[src/rtl/rws_pkg.sv]
// Shared types, register indexes and phase codes of the remote-wake sequencer.
`default_nettype none
package rws_pkg;

  localparam int TIMER_BITS = 23;
  localparam int CFG_BITS   = 23;
  localparam int IDX_BITS   = 3;

  localparam logic [TIMER_BITS-1:0] TIMER_MAX = {TIMER_BITS{1'b1}};
  localparam logic [9:0]            MIN_REPORT_LEN = 10'd10;
  localparam logic [7:0]            DPAD_RELEASED  = 8'h08;

  // register indexes
  localparam logic [IDX_BITS-1:0] REG_WAKE_ENABLE     = 3'd0;
  localparam logic [IDX_BITS-1:0] REG_SETTLE_TICKS    = 3'd1;
  localparam logic [IDX_BITS-1:0] REG_HOLD_TICKS      = 3'd2;
  localparam logic [IDX_BITS-1:0] REG_RELEASE_TICKS   = 3'd3;
  localparam logic [IDX_BITS-1:0] REG_TIMEOUT_TICKS   = 3'd4;
  localparam logic [IDX_BITS-1:0] REG_ATTEMPT_LIMIT   = 3'd5;
  localparam logic [IDX_BITS-1:0] REG_WAKE_KEYCODE    = 3'd6;

  // action codes
  localparam logic [2:0] ACT_TICK    = 3'd0;
  localparam logic [2:0] ACT_SUSPEND = 3'd1;
  localparam logic [2:0] ACT_RESUME  = 3'd2;
  localparam logic [2:0] ACT_CONNECT = 3'd3;
  localparam logic [2:0] ACT_REPORT  = 3'd4;

  // sequence phases
  localparam logic [2:0] PH_IDLE      = 3'd0;
  localparam logic [2:0] PH_ARMED     = 3'd1;
  localparam logic [2:0] PH_REQUESTED = 3'd2;
  localparam logic [2:0] PH_KEY_DOWN  = 3'd3;
  localparam logic [2:0] PH_KEY_UP    = 3'd4;
  localparam logic [2:0] PH_DONE      = 3'd5;

  typedef struct packed {
    logic [2:0] action;
    logic [7:0] dpad_buttons;
    logic [7:0] shoulder_buttons;
    logic [7:0] system_buttons;
    logic [9:0] report_length;
    logic       wake_granted;
    logic       endpoint_ready;
    logic       report_accepted;
  } in_item_t;

  typedef struct packed {
    logic       wake_signal;
    logic       force_wake;
    logic       send_report;
    logic [7:0] report_key;
    logic [2:0] sequence_state;
    logic       suspended_flag;
  } out_item_t;

  typedef struct packed {
    logic                  wake_enable;
    logic [CFG_BITS-1:0]   settle_ticks;
    logic [CFG_BITS-1:0]   hold_ticks;
    logic [CFG_BITS-1:0]   release_settle_ticks;
    logic [CFG_BITS-1:0]   request_timeout_ticks;
    logic [3:0]            key_attempt_limit;
    logic [7:0]            press_keycode;
  } cfg_t;

endpackage
`default_nettype wire

[src/rtl/usb_remote_wake_sequencer.sv]
// Top level of the USB remote-wake sequencer: input register, core, result register.
// One word per clock sustained while out_ready is high: an accepted word is held in
// the input register, is applied to the sequencer state when it moves on into the
// result register, and its result is then shown from the result register. The only
// loop is the state update in rws_core; input and result registers stall together
// when out_ready is low with a word in the result register, and in_ready stays high
// while the input register is empty. Configuration writes take effect at the next
// clock edge.
`default_nettype none
module usb_remote_wake_sequencer (
  input  wire logic                          clk,
  input  wire logic                          rst_n,
  input  wire logic                          in_valid,
  output      logic                          in_ready,
  input  wire rws_pkg::in_item_t             in_data,
  output      logic                          out_valid,
  input  wire logic                          out_ready,
  output rws_pkg::out_item_t                 out_data,
  input  wire logic                          cfg_we,
  input  wire logic [rws_pkg::IDX_BITS-1:0]  cfg_index,
  input  wire logic [rws_pkg::CFG_BITS-1:0]  cfg_wdata
);

  rws_pkg::cfg_t      cfg;
  rws_pkg::in_item_t  item_r;
  rws_pkg::out_item_t result;
  rws_pkg::out_item_t res_r;
  logic               item_valid_r;
  logic               res_valid_r;
  logic               advance;

  // move the held word on whenever the result slot is free or being taken
  assign advance  = !res_valid_r || out_ready;
  assign in_ready = !item_valid_r || advance;

  rws_cfg_regs u_cfg (
    .clk       (clk),
    .rst_n     (rst_n),
    .cfg_we    (cfg_we),
    .cfg_index (cfg_index),
    .cfg_wdata (cfg_wdata),
    .cfg       (cfg)
  );

  rws_core u_core (
    .clk    (clk),
    .rst_n  (rst_n),
    .step   (item_valid_r && advance),
    .item   (item_r),
    .cfg    (cfg),
    .result (result)
  );

  always_ff @(posedge clk) begin
    if (!rst_n) begin
      item_valid_r <= 1'b0;
    end else if (in_ready) begin
      item_valid_r <= in_valid;
    end
  end

  always_ff @(posedge clk) begin
    if (in_ready && in_valid) begin
      item_r <= in_data;
    end
  end

  always_ff @(posedge clk) begin
    if (!rst_n) begin
      res_valid_r <= 1'b0;
    end else if (advance) begin
      res_valid_r <= item_valid_r;
    end
  end

  always_ff @(posedge clk) begin
    if (advance && item_valid_r) begin
      res_r <= result;
    end
  end

  assign out_valid = res_valid_r;
  assign out_data  = res_r;

  a_force_implies_wake: assert property (@(posedge clk) disable iff (!rst_n)
    (out_valid && out_data.force_wake) |->
      (out_data.wake_signal && out_data.suspended_flag &&
       out_data.sequence_state == rws_pkg::PH_REQUESTED))
    else $error("force-wake without wake request into requested phase");

  a_key_only_when_sent: assert property (@(posedge clk) disable iff (!rst_n)
    (out_valid && !out_data.send_report) |-> (out_data.report_key == 8'd0))
    else $error("report key set with no report sent");

  a_stall_blocks_input: assert property (@(posedge clk) disable iff (!rst_n)
    (item_valid_r && res_valid_r && !out_ready) |-> !in_ready)
    else $error("input taken while both stages are full and stalled");

  a_stall_holds_result: assert property (@(posedge clk) disable iff (!rst_n)
    (out_valid && !out_ready) |=> (out_valid && $stable(out_data)))
    else $error("result changed while stalled");

endmodule
`default_nettype wire

[src/rtl/rws_cfg_regs.sv]
// Configuration register file of the remote-wake sequencer.
`default_nettype none
module rws_cfg_regs (
  input  wire logic                          clk,
  input  wire logic                          rst_n,
  input  wire logic                          cfg_we,
  input  wire logic [rws_pkg::IDX_BITS-1:0]  cfg_index,
  input  wire logic [rws_pkg::CFG_BITS-1:0]  cfg_wdata,
  output rws_pkg::cfg_t                      cfg
);

  rws_pkg::cfg_t cfg_r;

  always_ff @(posedge clk) begin
    if (!rst_n) begin
      cfg_r.wake_enable           <= 1'b1;
      cfg_r.settle_ticks          <= 23'd150000;
      cfg_r.hold_ticks            <= 23'd80000;
      cfg_r.release_settle_ticks  <= 23'd200000;
      cfg_r.request_timeout_ticks <= 23'd5000000;
      cfg_r.key_attempt_limit     <= 4'd2;
      cfg_r.press_keycode         <= 8'h6A;
    end else if (cfg_we) begin
      unique case (cfg_index)
        rws_pkg::REG_WAKE_ENABLE:   cfg_r.wake_enable           <= cfg_wdata[0];
        rws_pkg::REG_SETTLE_TICKS:  cfg_r.settle_ticks          <= cfg_wdata;
        rws_pkg::REG_HOLD_TICKS:    cfg_r.hold_ticks            <= cfg_wdata;
        rws_pkg::REG_RELEASE_TICKS: cfg_r.release_settle_ticks  <= cfg_wdata;
        rws_pkg::REG_TIMEOUT_TICKS: cfg_r.request_timeout_ticks <= cfg_wdata;
        rws_pkg::REG_ATTEMPT_LIMIT: cfg_r.key_attempt_limit     <= cfg_wdata[3:0];
        rws_pkg::REG_WAKE_KEYCODE:  cfg_r.press_keycode         <= cfg_wdata[7:0];
        default: ;
      endcase
    end
  end

  assign cfg = cfg_r;

endmodule
`default_nettype wire

[src/rtl/rws_core.sv]
// Sequencer state and the per-word state update of the remote-wake sequencer.
`default_nettype none
module rws_core (
  input  wire logic               clk,
  input  wire logic               rst_n,
  input  wire logic               step,
  input  wire rws_pkg::in_item_t  item,
  input  wire rws_pkg::cfg_t      cfg,
  output rws_pkg::out_item_t      result
);

  logic [2:0]                     phase_r, phase_nxt;
  logic [rws_pkg::TIMER_BITS-1:0] ticks_r, ticks_nxt;
  logic [3:0]                     attempts_r, attempts_nxt;
  logic [7:0]                     last_dpad_r, last_dpad_nxt;
  logic [7:0]                     last_shoulder_r, last_shoulder_nxt;
  logic [7:0]                     last_system_r, last_system_nxt;
  logic                           asleep_r, asleep_nxt;
  logic                           resume_r, resume_nxt;

  logic [rws_pkg::TIMER_BITS-1:0] ticks_inc;
  logic [4:0]                     next_attempt;
  logic                           armable;
  logic                           can_send;
  logic                           changed;
  logic                           try_wake;
  logic                           wsig, fwake, sent;
  logic [7:0]                     key;

  always_comb begin
    ticks_inc    = (ticks_r == rws_pkg::TIMER_MAX) ? ticks_r : ticks_r + 1'b1;
    next_attempt = {1'b0, attempts_r} + 5'd1;
    armable      = (phase_r == rws_pkg::PH_IDLE) || (phase_r == rws_pkg::PH_DONE) ||
                   (phase_r == rws_pkg::PH_ARMED);
    can_send     = item.endpoint_ready && item.report_accepted;
    changed      = (item.dpad_buttons != last_dpad_r) ||
                   (item.shoulder_buttons != last_shoulder_r) ||
                   (item.system_buttons != last_system_r);

    phase_nxt         = phase_r;
    ticks_nxt         = ticks_r;
    attempts_nxt      = attempts_r;
    last_dpad_nxt     = last_dpad_r;
    last_shoulder_nxt = last_shoulder_r;
    last_system_nxt   = last_system_r;
    asleep_nxt        = asleep_r;
    resume_nxt        = resume_r;
    wsig              = 1'b0;
    fwake             = 1'b0;
    sent              = 1'b0;
    key               = 8'd0;
    try_wake          = 1'b0;

    unique case (item.action)
      rws_pkg::ACT_TICK: begin
        ticks_nxt = ticks_inc;
        unique case (phase_r)
          rws_pkg::PH_REQUESTED: begin
            if (resume_r || !asleep_r) begin
              resume_nxt = 1'b0;
              if (ticks_inc >= cfg.settle_ticks && can_send) begin
                sent      = 1'b1;
                key       = cfg.press_keycode;
                phase_nxt = rws_pkg::PH_KEY_DOWN;
                ticks_nxt = '0;
              end
            end else if (ticks_inc > cfg.request_timeout_ticks) begin
              phase_nxt = rws_pkg::PH_DONE;
              ticks_nxt = '0;
            end
          end
          rws_pkg::PH_KEY_DOWN: begin
            if (ticks_inc >= cfg.hold_ticks && can_send) begin
              sent      = 1'b1;
              phase_nxt = rws_pkg::PH_KEY_UP;
              ticks_nxt = '0;
            end
          end
          rws_pkg::PH_KEY_UP: begin
            if (ticks_inc >= cfg.release_settle_ticks) begin
              if (next_attempt < {1'b0, cfg.key_attempt_limit}) begin
                if (can_send) begin
                  sent         = 1'b1;
                  key          = cfg.press_keycode;
                  attempts_nxt = next_attempt[3:0];
                  phase_nxt    = rws_pkg::PH_KEY_DOWN;
                  ticks_nxt    = '0;
                end
              end else begin
                attempts_nxt = 4'd0;
                phase_nxt    = rws_pkg::PH_DONE;
                ticks_nxt    = '0;
              end
            end
          end
          default: ;
        endcase
      end
      rws_pkg::ACT_SUSPEND: begin
        asleep_nxt        = 1'b1;
        resume_nxt        = 1'b0;
        phase_nxt         = rws_pkg::PH_ARMED;
        ticks_nxt         = '0;
        last_dpad_nxt     = rws_pkg::DPAD_RELEASED;
        last_shoulder_nxt = 8'd0;
        last_system_nxt   = 8'd0;
        attempts_nxt      = 4'd0;
      end
      rws_pkg::ACT_RESUME: begin
        asleep_nxt = 1'b0;
        resume_nxt = 1'b1;
      end
      rws_pkg::ACT_CONNECT: begin
        try_wake = asleep_r && armable;
      end
      rws_pkg::ACT_REPORT: begin
        if (item.report_length >= rws_pkg::MIN_REPORT_LEN) begin
          last_dpad_nxt     = item.dpad_buttons;
          last_shoulder_nxt = item.shoulder_buttons;
          last_system_nxt   = item.system_buttons;
          try_wake          = changed && armable;
        end
      end
      default: ;
    endcase

    // a refused request while asleep falls back to force-wake
    if (try_wake && cfg.wake_enable) begin
      wsig = 1'b1;
      if (!item.wake_granted && asleep_r) begin
        fwake = 1'b1;
      end
      if (item.wake_granted || asleep_r) begin
        phase_nxt = rws_pkg::PH_REQUESTED;
        ticks_nxt = '0;
      end
    end

    result.wake_signal    = wsig;
    result.force_wake     = fwake;
    result.send_report    = sent;
    result.report_key     = key;
    result.sequence_state = phase_nxt;
    result.suspended_flag = asleep_nxt;
  end

  always_ff @(posedge clk) begin
    if (!rst_n) begin
      phase_r         <= rws_pkg::PH_IDLE;
      ticks_r         <= '0;
      attempts_r      <= 4'd0;
      last_dpad_r     <= rws_pkg::DPAD_RELEASED;
      last_shoulder_r <= 8'd0;
      last_system_r   <= 8'd0;
      asleep_r        <= 1'b0;
      resume_r        <= 1'b0;
    end else if (step) begin
      phase_r         <= phase_nxt;
      ticks_r         <= ticks_nxt;
      attempts_r      <= attempts_nxt;
      last_dpad_r     <= last_dpad_nxt;
      last_shoulder_r <= last_shoulder_nxt;
      last_system_r   <= last_system_nxt;
      asleep_r        <= asleep_nxt;
      resume_r        <= resume_nxt;
    end
  end

endmodule
`default_nettype wire
[config.mk]
export PLATFORM = sky130hd
export DESIGN_NAME = usb_remote_wake_sequencer
export DESIGN_NICKNAME = d
export VERILOG_FILES = /design/src/rtl/rws_pkg.sv /design/src/rtl/usb_remote_wake_sequencer.sv /design/src/rtl/rws_cfg_regs.sv /design/src/rtl/rws_core.sv
export SDC_FILE = /design/constraint.sdc
export NUM_CORES = 1
export LEC_CHECK = 0
export ABC_CLOCK_PERIOD_IN_PS = 11200
export BUFFER_PORTS_ARGS = -buffer_cell sky130_fd_sc_hd__buf_2
export CAP_MARGIN = 10
export CELL_PAD_IN_SITES_DETAIL_PLACEMENT = 1
export CELL_PAD_IN_SITES_GLOBAL_PLACEMENT = 1
export CORE_AREA = 5 5 158 160
export DETAILED_ROUTE_END_ITERATION = 8
export DIE_AREA = 0 0 163 165
export PLACE_DENSITY = 0.84
export SETUP_SLACK_MARGIN = 0.4
export SLEW_MARGIN = 20
export SYNTH_ARGS = -nofsm -noshare
export SYNTH_HDL_FRONTEND = slang
export SYNTH_SLANG_ARGS = --single-unit
export TNS_END_PERCENT = 20
[constraint.sdc]
create_clock -name clk -period 11.2 [get_ports clk]
set_clock_uncertainty 0.1 [all_clocks]
set_input_delay 1.12 -clock clk [delete_from_list [all_inputs] [get_ports clk]]
set_output_delay 1.12 -clock clk [all_outputs]
set_load 0.1 [all_outputs]
After elaboration in Yosys (flattened, before gate mapping)
Index checks and enable logic that the tools add are counted.
Word-level totals
  bits in registers: 218
  input bits: 71
  output and inout port bits: 17
  word-level logic and storage cells: 156
Cells by class
  add/sub/neg operators: 2
  $lt $le $gt $ge: 6
  equality and inequality tests: 25
  muxes and demuxes: 55
  reduce and logical (&&, ||, !) cells: 37
Operator list (count)
  23-bit two-way mux: 10
  23-bit >= comparator: 3
  23-bit one-hot mux with 3 select lines: 1
  8-bit two-way mux: 8
  8-bit one-hot mux with 2 select lines: 4
  23-bit one-hot mux with 2 select lines: 1
  3-bit two-way mux: 9
  8-bit inequality test: 3
  23-bit by 1-bit adder with 23-bit output, second input constant: 1
  23-bit equality test, second input constant: 1
  23-bit greater-than comparator: 1
  3-bit by 2-bit equality test with 1-bit output, second input constant: 6
  3-bit equality test, second input constant: 6
  4-bit two-way mux: 4
  2-bit AND reduction: 7
  1-bit two-way mux: 11
  10-bit by 4-bit >= comparator with 1-bit output, second input constant: 1
  3-bit by 1-bit equality test with 1-bit output, second input constant: 3
  1-bit logical AND: 9
  3-bit zero test: 3
  3-bit one-hot mux with 3 select lines: 1
  1-bit logical OR: 8
  2-bit by 1-bit inequality test with 1-bit output, second input constant: 4
  4-bit one-hot mux with 2 select lines: 1
  13 further kinds: 19

Longest topological paths before layout
Gate-level depths: netlist of the first run.
  depth in word-level cells: 10
  gate-level depth with buffers: 18
  mapped depth without buffers: 17

Cells and area by module
Synthesis of the first run repeated with hierarchy kept, for this count alone.
Unflattened totals
  cell total of the unflattened synthesis: 1245
  area, all modules: 11835.1 um2
By module, submodules not included
  rws_core: times used 1, cells each 782, area each 5904.4 um2, seq. area each 1121.1 um2
  rws_cfg_regs: times used 1, cells each 399, area each 4175.3 um2, seq. area each 2102.0 um2
  usb_remote_wake_sequencer: times used 1, cells each 64, area each 1755.4 um2, seq. area each 1691.6 um2

Least setup slack after synthesis of the first run
OpenSTA, ideal clock, no wires.
  path type: reg-to-reg
  from: register u_core.ticks_r[0] (netlist bit)
  to: register u_core.ticks_r[7] (netlist bit)
  setup time: 0.122 ns
  data arrival time: 4.362 ns
  data required time: 10.978 ns
  path slack: 6.617 ns
  cell stages (with the launch flop): 19
  path buffers: 1
  clock period less this slack: 4.583 ns
  cells stage by stage: dfxtp_1 > ha_1 > nand3_1 > or2_2 > nor4_2 > nor2_1 > nand4_1 > xor2_1 > inv_1 > ha_1 > and4_1 > nand2_1 > or4_1 > o2111ai_1 > a211oi_1 > a221oi_4 > buf_2 > nor4_1 > a221o_1
Between the ends
  longest elaborated chain between the ends: 10
  elaborated cells between the ends (all ways): 20
  those cells by class: add/sub: 1; order compare: 4; eq/ne: 1; mux: 12; reduce/logical: 2
Ends and longest elaborated chain
  start: declaration: RTL line rws_core.sv:13  | logic [rws_pkg::TIMER_BITS-1:0] ticks_r, ticks_nxt;
  start signal: assignment: RTL line rws_core.sv:159  | ticks_r <= ticks_nxt;
  23-bit by 1-bit adder with 23-bit output or 23-bit equality test (tied branches): RTL line rws_core.sv:31  | ticks_inc = (ticks_r == rws_pkg::TIMER_MAX) ? ticks_r : ticks_r + 1'b1;
  23-bit two-way mux (*): RTL line rws_core.sv:31
  23-bit >= comparator: RTL line rws_core.sv:61  | if (ticks_inc >= cfg.settle_ticks && can_send) begin
  1-bit logical AND: RTL line rws_core.sv:61
  23-bit two-way mux: RTL line rws_core.sv:61
  23-bit two-way mux: RTL line rws_core.sv:59  | if (resume_r || !asleep_r) begin
  23-bit one-hot mux with 3 select lines (*): RTL line rws_core.sv:57  | unique case (phase_r)
  23-bit one-hot mux with 2 select lines (*): RTL line rws_core.sv:54  | unique case (item.action)
  23-bit two-way mux: RTL line rws_core.sv:133  | if (item.wake_granted || asleep_r) begin
  23-bit two-way mux (*): RTL line rws_core.sv:128  | if (try_wake && cfg.wake_enable) begin
Mark *: on every way between the ends. The rest lies on a longest branch, timed or not.
A chain may end at the register's enable or synchronous reset.

Worst setup path after layout of the first run
  from: register u_core.ticks_r[0] (netlist bit)
  to: register u_core.ticks_r[11] (netlist bit)
The elaborated chain is that of the path after synthesis.

==> summary.txt, run 1 <==
STA
  – RSZ-0062 raised after global routing: false
  – Slew @ Worst Pin: 1.10 ns
  – Final Hold Viols: 0
  – Fin crit period: 6.33 ns
  – Final setup violation count: 0
  – Slew HR: 25.5%
  – Final period utilization: 56.5%
  – Setup TNS Final: 0 ns
  – Max Freq: 0.158 GHz
  – Worst setup margin: 4.87 ns
  – Max Slew Vio Count: 0

Power
  – VDD IR max: 0.000150 V
  – Pwr per Cell Area: 138 mW/mm^2
  – Leak pwr: 5.18 nW

Clock tree
  – CTS root buffer: clkbuf_16
  – Clock slew at reported path FFs: 0.06 ns
  – Post-CTS Setup Bufs: 0
  – Worst skew pair latency: 0.55 ns
  – H-Tree Depth: 1
  – Clock Sinks: 217
  – CTS tree: done
  – CTS-repair resized insts: 0
  – Maximum buffer depth of the clock tree: 3
  – Num CTS Buffers: 25
  – Cts hold-fix bufs: 0

Hold path
  – Hold Crit Class: flop to flop
  – WHS Path Cells: 2

Route
  – Routed len/inst: 19.5 um
  – Avg Vias per Cell: 5.66
  – Via count: 9658
  – Iteration-0 DRC Markers: 486
  – Pre-antenna DRT Iters: 4
  – DRT Wirelength: 33300 um
  – Routed Antenna Nets: 0
  – Post-route DRC: 0

Worst setup path
  – CP arrival: 6.65 ns
  – Startpoint Class: flop
  – CP max FO: 14
  – Reg2Reg Depth: 18
  – Crit path capture type: flop
  – Kind of critical path: flop to flop
  – CP Cell Sequence: ha_1 -> nand3_1 -> or2_2 -> nor4_2 -> nor2_1 -> nand4_1 -> xor2_1 -> inv_1 -> ha_1 -> nand2_1 -> nor3_1 -> o2111ai_1 -> o21ai_0 -> o211ai_1 -> a221oi_4 -> buf_6 -> nor4_4 -> a221o_1
  – Slowest cell on the critical path: nor4_2
  – CP peak stage delay: 0.74 ns
  – Crit path top cell by count: ha_1
  – Req. time, crit path: 11.52 ns

Synth
  – Area leader, netlist: dfxtp_1
  – Post-synthesis sequential area ratio: 42.6%
  – Synth Instances: 1303
  – Yosys top cell area share: 28.4%
  – Register bit total from synthesis: 217
  – EDFF count, synth: 54
  – Syn_area_per_cell: 8.81 sq um
  – Main flop type after synthesis: dfxtp_1
  – Unique cell type count in the Yosys netlist: 68
  – Mapped Nets: 1471
  – Synth cell count leaders: 274 x nand2_1, 163 x dfxtp_1, 110 x inv_1
  – Async SR Flop Fraction: 0%
  – Mapped Area: 0.0115 sq mm
  – Most frequent cell after synthesis: nand2_1
  – Synthesis Warnings: 0
  – Synth area leaders: dfxtp_1 28%, edfxtp_1 14%, ha_1 11%

Floorplanning
  – Die area: 0.0269 sq mm
  – I/O pin cnt: 88
  – Core Area: 0.0233 sq mm
  – Initial core utilization: 49.3%
  – Die Ht: 165 um
  – Rows: 56
  – Die X: 163 um

Cells and area
  – Layout area overhead: 13.1%
  – Fin util: 55.8%
  – Final Cell Area: 0.0130 sq mm
  – ANT cells: 0
  – Fillers: 2741
  – Layout cells sized above 1: 10.8%
  – Final nets: 1535

GRT
  – Most Used Layer, Global Route: met2
  – Initial antenna violation count: 1
  – Vias in the first global route: 10500
  – Largest net degree at the start of global routing: 88
  – Met2 Usage GRT: 45.3%
  – First-pass GRT wire length: 53900 um
  – Gr usage total: 24.8%
  – Grt met1 use: 29.5%
  – M3 GR Usage: 3.89%
  – Overflow after GRT: 0

Place
  – Port Buffers: 86
  – Post-DP Area: 0.0122 sq mm
  – RD Place Congestion: 0.816
  – Setup slack at placement: 4.74 ns
  – Post-detail-place hpwl: 22900 um

Job
  – Max_cap viols: 0

Outcome
  – Status: finished, final reports clean
-- sequential cells by signal (all words and copies together) (netlist names) --
signal and flops:
u_core.attempts_r 4, u_core.last_dpad_r 8, u_core.ticks_r 23, u_core.last_shoulder_r 8, u_core.asleep_r 1, item_r 39
u_cfg.cfg 105, u_core.resume_r 1, item_valid_r 1, u_core.last_system_r 8, out_valid 1, u_core.phase_r 3
out_data 15
-- placed cells by master, fill, tap and decap left out, types with 8 or more instances in the layout --
| cell | instances |
|---|---|
| clkbuf_1 | 9 |
| edfxtp_1 | 54 |
| nor4_1 | 8 |
| nand4_1 | 17 |
| nor3_1 | 12 |
| o211ai_1 | 30 |
| nor2b_1 | 14 |
| buf_2 | 85 |
| a211oi_1 | 11 |
| o31ai_1 | 14 |
| xor2_1 | 12 |
| xnor2_1 | 31 |
| nand2_1 | 274 |
| and2_1 | 27 |
| ha_1 | 97 |
| o21ai_0 | 31 |
| inv_1 | 110 |
| and4_1 | 10 |
| nor2_1 | 31 |
| nand2b_1 | 12 |
| nand3_1 | 53 |
| clkbuf_16 | 25 |
| dfxtp_1 | 163 |
| a21oi_1 | 49 |
| a21boi_0 | 98 |
-- layout make-up --
type	instances	area (sq um)	area share, %
Clock buffer	37	701	5.40
Timing Repair Buffer	93	489	3.77
Multi-Input combinational cell	920	5980	46.1
Clock inverter	9	109	0.839
Tap cell	319	399	3.08
Inverter	110	413	3.18
Sequential cell	217	4880	37.6
-- per-layer routing --
layer | vias to the layer above | routed length [um]
met5 | - | 12
met4 | 2 | 1220
met3 | 83 | 1290
met2 | 188 | 16700
met1 | 4738 | 14000
li1 | 4647 | -
-- report_power, final --
| part | internal, W | total (W) | switching (W) |
|---|---|---|---|
| logic | 0.0000401 | 0.000130 | 0.0000899 |
| clock network | 0.000481 | 0.000820 | 0.000339 |
| registers | 0.000826 | 0.000839 | 0.0000129 |
-- critical path: cells and delay by family (launching register included) --
family | cells | cell delay (ns)
adders and majority gates | 2 | 0.56
and+or+nand+nor | 8 | 2.49
AOI/OAI and AO/OA | 5 | 2.00
xor gates and xnor gates | 1 | 0.20
buffers and inverters | 2 | 0.42
DFF | 1 | 0.43
-- through the flow --
stage               total power (W)  cells  hold slack (ns)
finish                      0.00179   1705            0.366
global route                0.00184   1705            0.383
CTS                         0.00180   1704            0.369
detailed placement         0.000982   1658            0.359
global placement           0.000977   1658            0.342
floorplan                  0.000935   1303            0.332
-- final timing paths --
kind         slack [ns]               from                  to
max                4.87  u_core.ticks_r[0]  u_core.ticks_r[11]
min                0.37      u_cfg.cfg[14]       u_cfg.cfg[14]
min reg2reg        0.37      u_cfg.cfg[14]       u_cfg.cfg[14]
max reg2reg        4.87  u_core.ticks_r[0]  u_core.ticks_r[11]
-- cell families after synthesis --
| group | Yosys count | synth area share (%) |
|---|---|---|
| AND/OR/NAND/NOR | 499 | 20.7 |
| AO/OA/AOI/OAI | 275 | 16.8 |
| flip-flops | 217 | 42.6 |
| buffers and inverters | 166 | 5.56 |
| adder cells (fa/ha/maj) | 97 | 10.6 |
| XOR/XNOR | 43 | 3.28 |
| multiplexers | 6 | 0.523 |
Note: power is estimated with default switching activity, not from simulation.
==> inputs of run 2 (changes only) <==
--- a/config.mk
+++ b/config.mk
@@ -5,15 +5,15 @@
 export SDC_FILE = /design/constraint.sdc
 export NUM_CORES = 1
 export LEC_CHECK = 0
-export ABC_CLOCK_PERIOD_IN_PS = 11200
+export ABC_CLOCK_PERIOD_IN_PS = 6200
 export BUFFER_PORTS_ARGS = -buffer_cell sky130_fd_sc_hd__buf_2
 export CAP_MARGIN = 10
 export CELL_PAD_IN_SITES_DETAIL_PLACEMENT = 1
 export CELL_PAD_IN_SITES_GLOBAL_PLACEMENT = 1
-export CORE_AREA = 5 5 158 160
+export CORE_AREA = 5 5 164 166
 export DETAILED_ROUTE_END_ITERATION = 8
-export DIE_AREA = 0 0 163 165
-export PLACE_DENSITY = 0.84
+export DIE_AREA = 0 0 169 171
+export PLACE_DENSITY = 0.78
 export SETUP_SLACK_MARGIN = 0.4
 export SLEW_MARGIN = 20
 export SYNTH_ARGS = -nofsm -noshare
==> constraint.sdc (replaced) <==
create_clock -name clk -period 6.2 [get_ports clk]
set_clock_uncertainty 0.1 [all_clocks]
set_input_delay 0.62 -clock clk [delete_from_list [all_inputs] [get_ports clk]]
set_output_delay 0.62 -clock clk [all_outputs]
set_load 0.1 [all_outputs]
==> run 2 against run 1 <==
- non-clock buffer count rose by 8
- sequential power rose by 80%
- count of clock-buffer cells in the layout rose by 1
- die area rose by 7.5%
- critical endpoint is now u_core.ticks_r[17]
- highest routed layer is now met4
==> summary.txt, run 2 (synthesis results as in run 1) <==
Route
  – Avg Vias per Cell: 5.45 (was 5.66)
  – DRT Wirelength: 31700 um (was 33300 um)
  – Routed len/inst: 18.3 um (was 19.5 um)
  – Post-route DRC: 0 (unchanged)
  – Via count: 9415 (was 9658)
  – Pre-antenna DRT Iters: 4 (unchanged)
  – Routed Antenna Nets: 0 (unchanged)
  – Iteration-0 DRC Markers: 357 (was 486)

Floorplanning
  – Die area: 0.0289 sq mm (was 0.0269 sq mm)
  – Die X: 169 um (was 163 um)
  – Die Ht: 171 um (was 165 um)
  – Initial core utilization: 45.1% (was 49.3%)
  – I/O pin cnt: 88 (unchanged)
  – Rows: 59 (was 56)
  – Core Area: 0.0255 sq mm (was 0.0233 sq mm)

Clock tree
  – Post-CTS Setup Bufs: 0 (unchanged)
  – CTS root buffer: clkbuf_16 (unchanged)
  – H-Tree Depth: 1 (unchanged)
  – CTS tree: done (unchanged)
  – Clock slew at reported path FFs: 0.06 ns (about the same)
  – Worst skew pair latency: 0.54 ns (was 0.55 ns)
  – Clock Sinks: 217 (unchanged)
  – Num CTS Buffers: 25 (unchanged)
  – CTS-repair resized insts: 0 (unchanged)
  – Cts hold-fix bufs: 0 (unchanged)
  – Maximum buffer depth of the clock tree: 3 (unchanged)

Place
  – Port Buffers: 86 (unchanged)
  – Post-placement cell count: 1683 (was 1658)
  – Setup slack at placement: 0.606 ns (was 4.74 ns)
  – RD Place Congestion: 0.831 (was 0.816)
  – Post-detail-place hpwl: 22800 um (was 22900 um)

Worst setup path
  – Reg2Reg Depth: 18 (unchanged)
  – Kind of critical path: flop to flop (unchanged)
  – Req. time, crit path: 6.52 ns (was 11.52 ns)
  – R2R Path End: u_core.ticks_r[17] (was u_core.ticks_r[11])
  – CP arrival: 5.70 ns (was 6.65 ns)
  – Worst reg2reg setup slack: 0.82 ns (was 4.87 ns)
  – RR Startpoint: u_core.ticks_r[0] (unchanged)
  – Crit path capture type: flop (unchanged)
  – CP max FO: 10 (was 14)
  – Startpoint Class: flop (unchanged)

STA
  – Slew HR: 35.8% (was 25.5%)
  – Worst setup margin: 0.820 ns (was 4.87 ns)
  – Final period utilization: 86.8% (was 56.5%)
  – Final Hold Viols: 0 (unchanged)
  – Fin crit period: 5.38 ns (was 6.33 ns)
  – RSZ-0062 raised after global routing: false (unchanged)
  – Setup TNS Final: 0 ns (unchanged)
  – Slew @ Worst Pin: 0.960 ns (was 1.10 ns)
  – Final setup violation count: 0 (unchanged)
  – Max Freq: 0.186 GHz (was 0.158 GHz)
  – Max Slew Vio Count: 0 (unchanged)

Power
  – Internal: 0.00248 W (was 0.00135 W)
  – Sequential Power Share: 46.5% (was 46.9%)
  – Combinational share of power: 7.1% (was 7.3%)
  – VDD IR max: 0.000250 V (was 0.000150 V)
  – Leak pwr: 5.24 nW (was 5.18 nW)
  – Clock Power Share: 46.4% (was 45.8%)
  – Sw power: 0.000783 W (was 0.000442 W)
  – Switching Fraction: 24.0% (was 24.7%)
  – Design Power: 0.00326 W (was 0.00179 W)
  – Pwr per Cell Area: 249 mW/mm^2 (was 138 mW/mm^2)

Cells and area
  – Multi-input logic area: 0.00598 sq mm (about the same)
  – Most frequent cells in the layout: 274 x nand2_1, 163 x dfxtp_1, 110 x inv_1 (unchanged)
  – Fillers: 2999 (was 2741)
  – Register area: 0.00488 sq mm (unchanged)
  – Layout area overhead: 13.9% (was 13.1%)
  – Layout cells sized above 1: 11.2% (was 10.8%)
  – Commonest non-fill, non-tap cell in the layout: nand2_1 (unchanged)
  – ANT cells: 0 (unchanged)
  – Fin cells: 1729 (was 1705)
  – Final nets: 1543 (was 1535)
  – Largest register FFs: 105 (unchanged)

Hold path
  – Hold Crit Class: input pin to flop (was flop to flop)
  – Hold_sp: in_data[26] (was u_cfg.cfg[14])
  – WHS Path Cells: 1 (was 2)
  – Hold endpoint: item_r[26] (was u_cfg.cfg[14])

GRT
  – Vias in the first global route: 10100 (was 10500)
  – Overflow after GRT: 0 (unchanged)
  – First-pass GRT wire length: 51900 um (was 53900 um)
  – Initial antenna violation count: 0 (was 1)
  – Largest net degree at the start of global routing: 83 (was 88)
  – Gr usage total: 22.0% (was 24.8%)

Job
  – Max_cap viols: 0 (unchanged)

Outcome
  – Status: finished, final reports clean (unchanged)
## run 2: layout make-up
cell class | instances | area share, %
Multi-Input combinational cell | 920 | 45.7
Sequential cell | 217 | 37.4
Clock buffer | 38 | 5.39
Timing Repair Buffer | 101 | 4.17
Tap cell | 335 | 3.21
Inverter | 110 | 3.16
Clock inverter | 8 | 0.986
## run 2: routing by layer
layer	track usage [%]	up-vias	wire length, um
met3	3.28	52	1130
met4	6.76	0	923
met5	0	-	0
met1	27.0	4555	13700
met2	40.0	146	15900
li1	-	4662	-
## run 2: per-stage QoR
step	util, %	instance area, sq um	hold WS, ns
4_1_cts	51.3	13100	0.135
3_5_place_dp	48.1	12200	0.349
2_1_floorplan	-	11500	0.332
5_1_grt	51.3	13100	0.136
6_report	51.3	13100	0.154
3_3_place_gp	48.1	12200	0.343
## run 2: worst max-delay path, stage by stage, from the launching register on
cell	delay [ns]
dfxtp_1	0.43
ha_1	0.24
nand3_1	0.20
or2_2	0.35
nor4_2	0.43
nor2_1	0.19
nand4_1	0.15
xor2_1	0.19
inv_1	0.15
ha_1	0.34
nand4_1	0.14
nor4bb_1	0.52
o31ai_1	0.23
o311ai_1	0.29
a21oi_1	0.23
a221oi_4	0.46
buf_4	0.27
nor4_1	0.07
a211o_1	0.28
## run 2: power by group through the flow
| stage | Sequential [W] | Combinational (W) | Clock, W |
|---|---|---|---|
| after CTS | 0.00151 | 0.000235 | 0.00154 |
| final | 0.00151 | 0.000232 | 0.00151 |
| after floorplan | 0.00157 | 0.000122 | 0 |
| after detailed placement | 0.00155 | 0.000232 | 0 |
| after global routing | 0.00152 | 0.000255 | 0.00160 |
| after global placement | 0.00154 | 0.000226 | 0 |
## run 2: worst max-delay path by stage
stage                           start            endpoint  slack (ns)  cells after the start
finish              u_core.ticks_r[0]  u_core.ticks_r[17]        0.82                     18
floorplan           u_core.ticks_r[0]   u_core.ticks_r[7]        1.62                     18
CTS                 u_core.ticks_r[0]  u_core.ticks_r[17]        0.56                     18
global placement    u_core.ticks_r[0]  u_core.ticks_r[17]        0.89                     18
global route        u_core.ticks_r[0]  u_core.ticks_r[17]        0.57                     18
detailed placement  u_core.ticks_r[0]   u_core.ticks_r[3]        0.61                     18
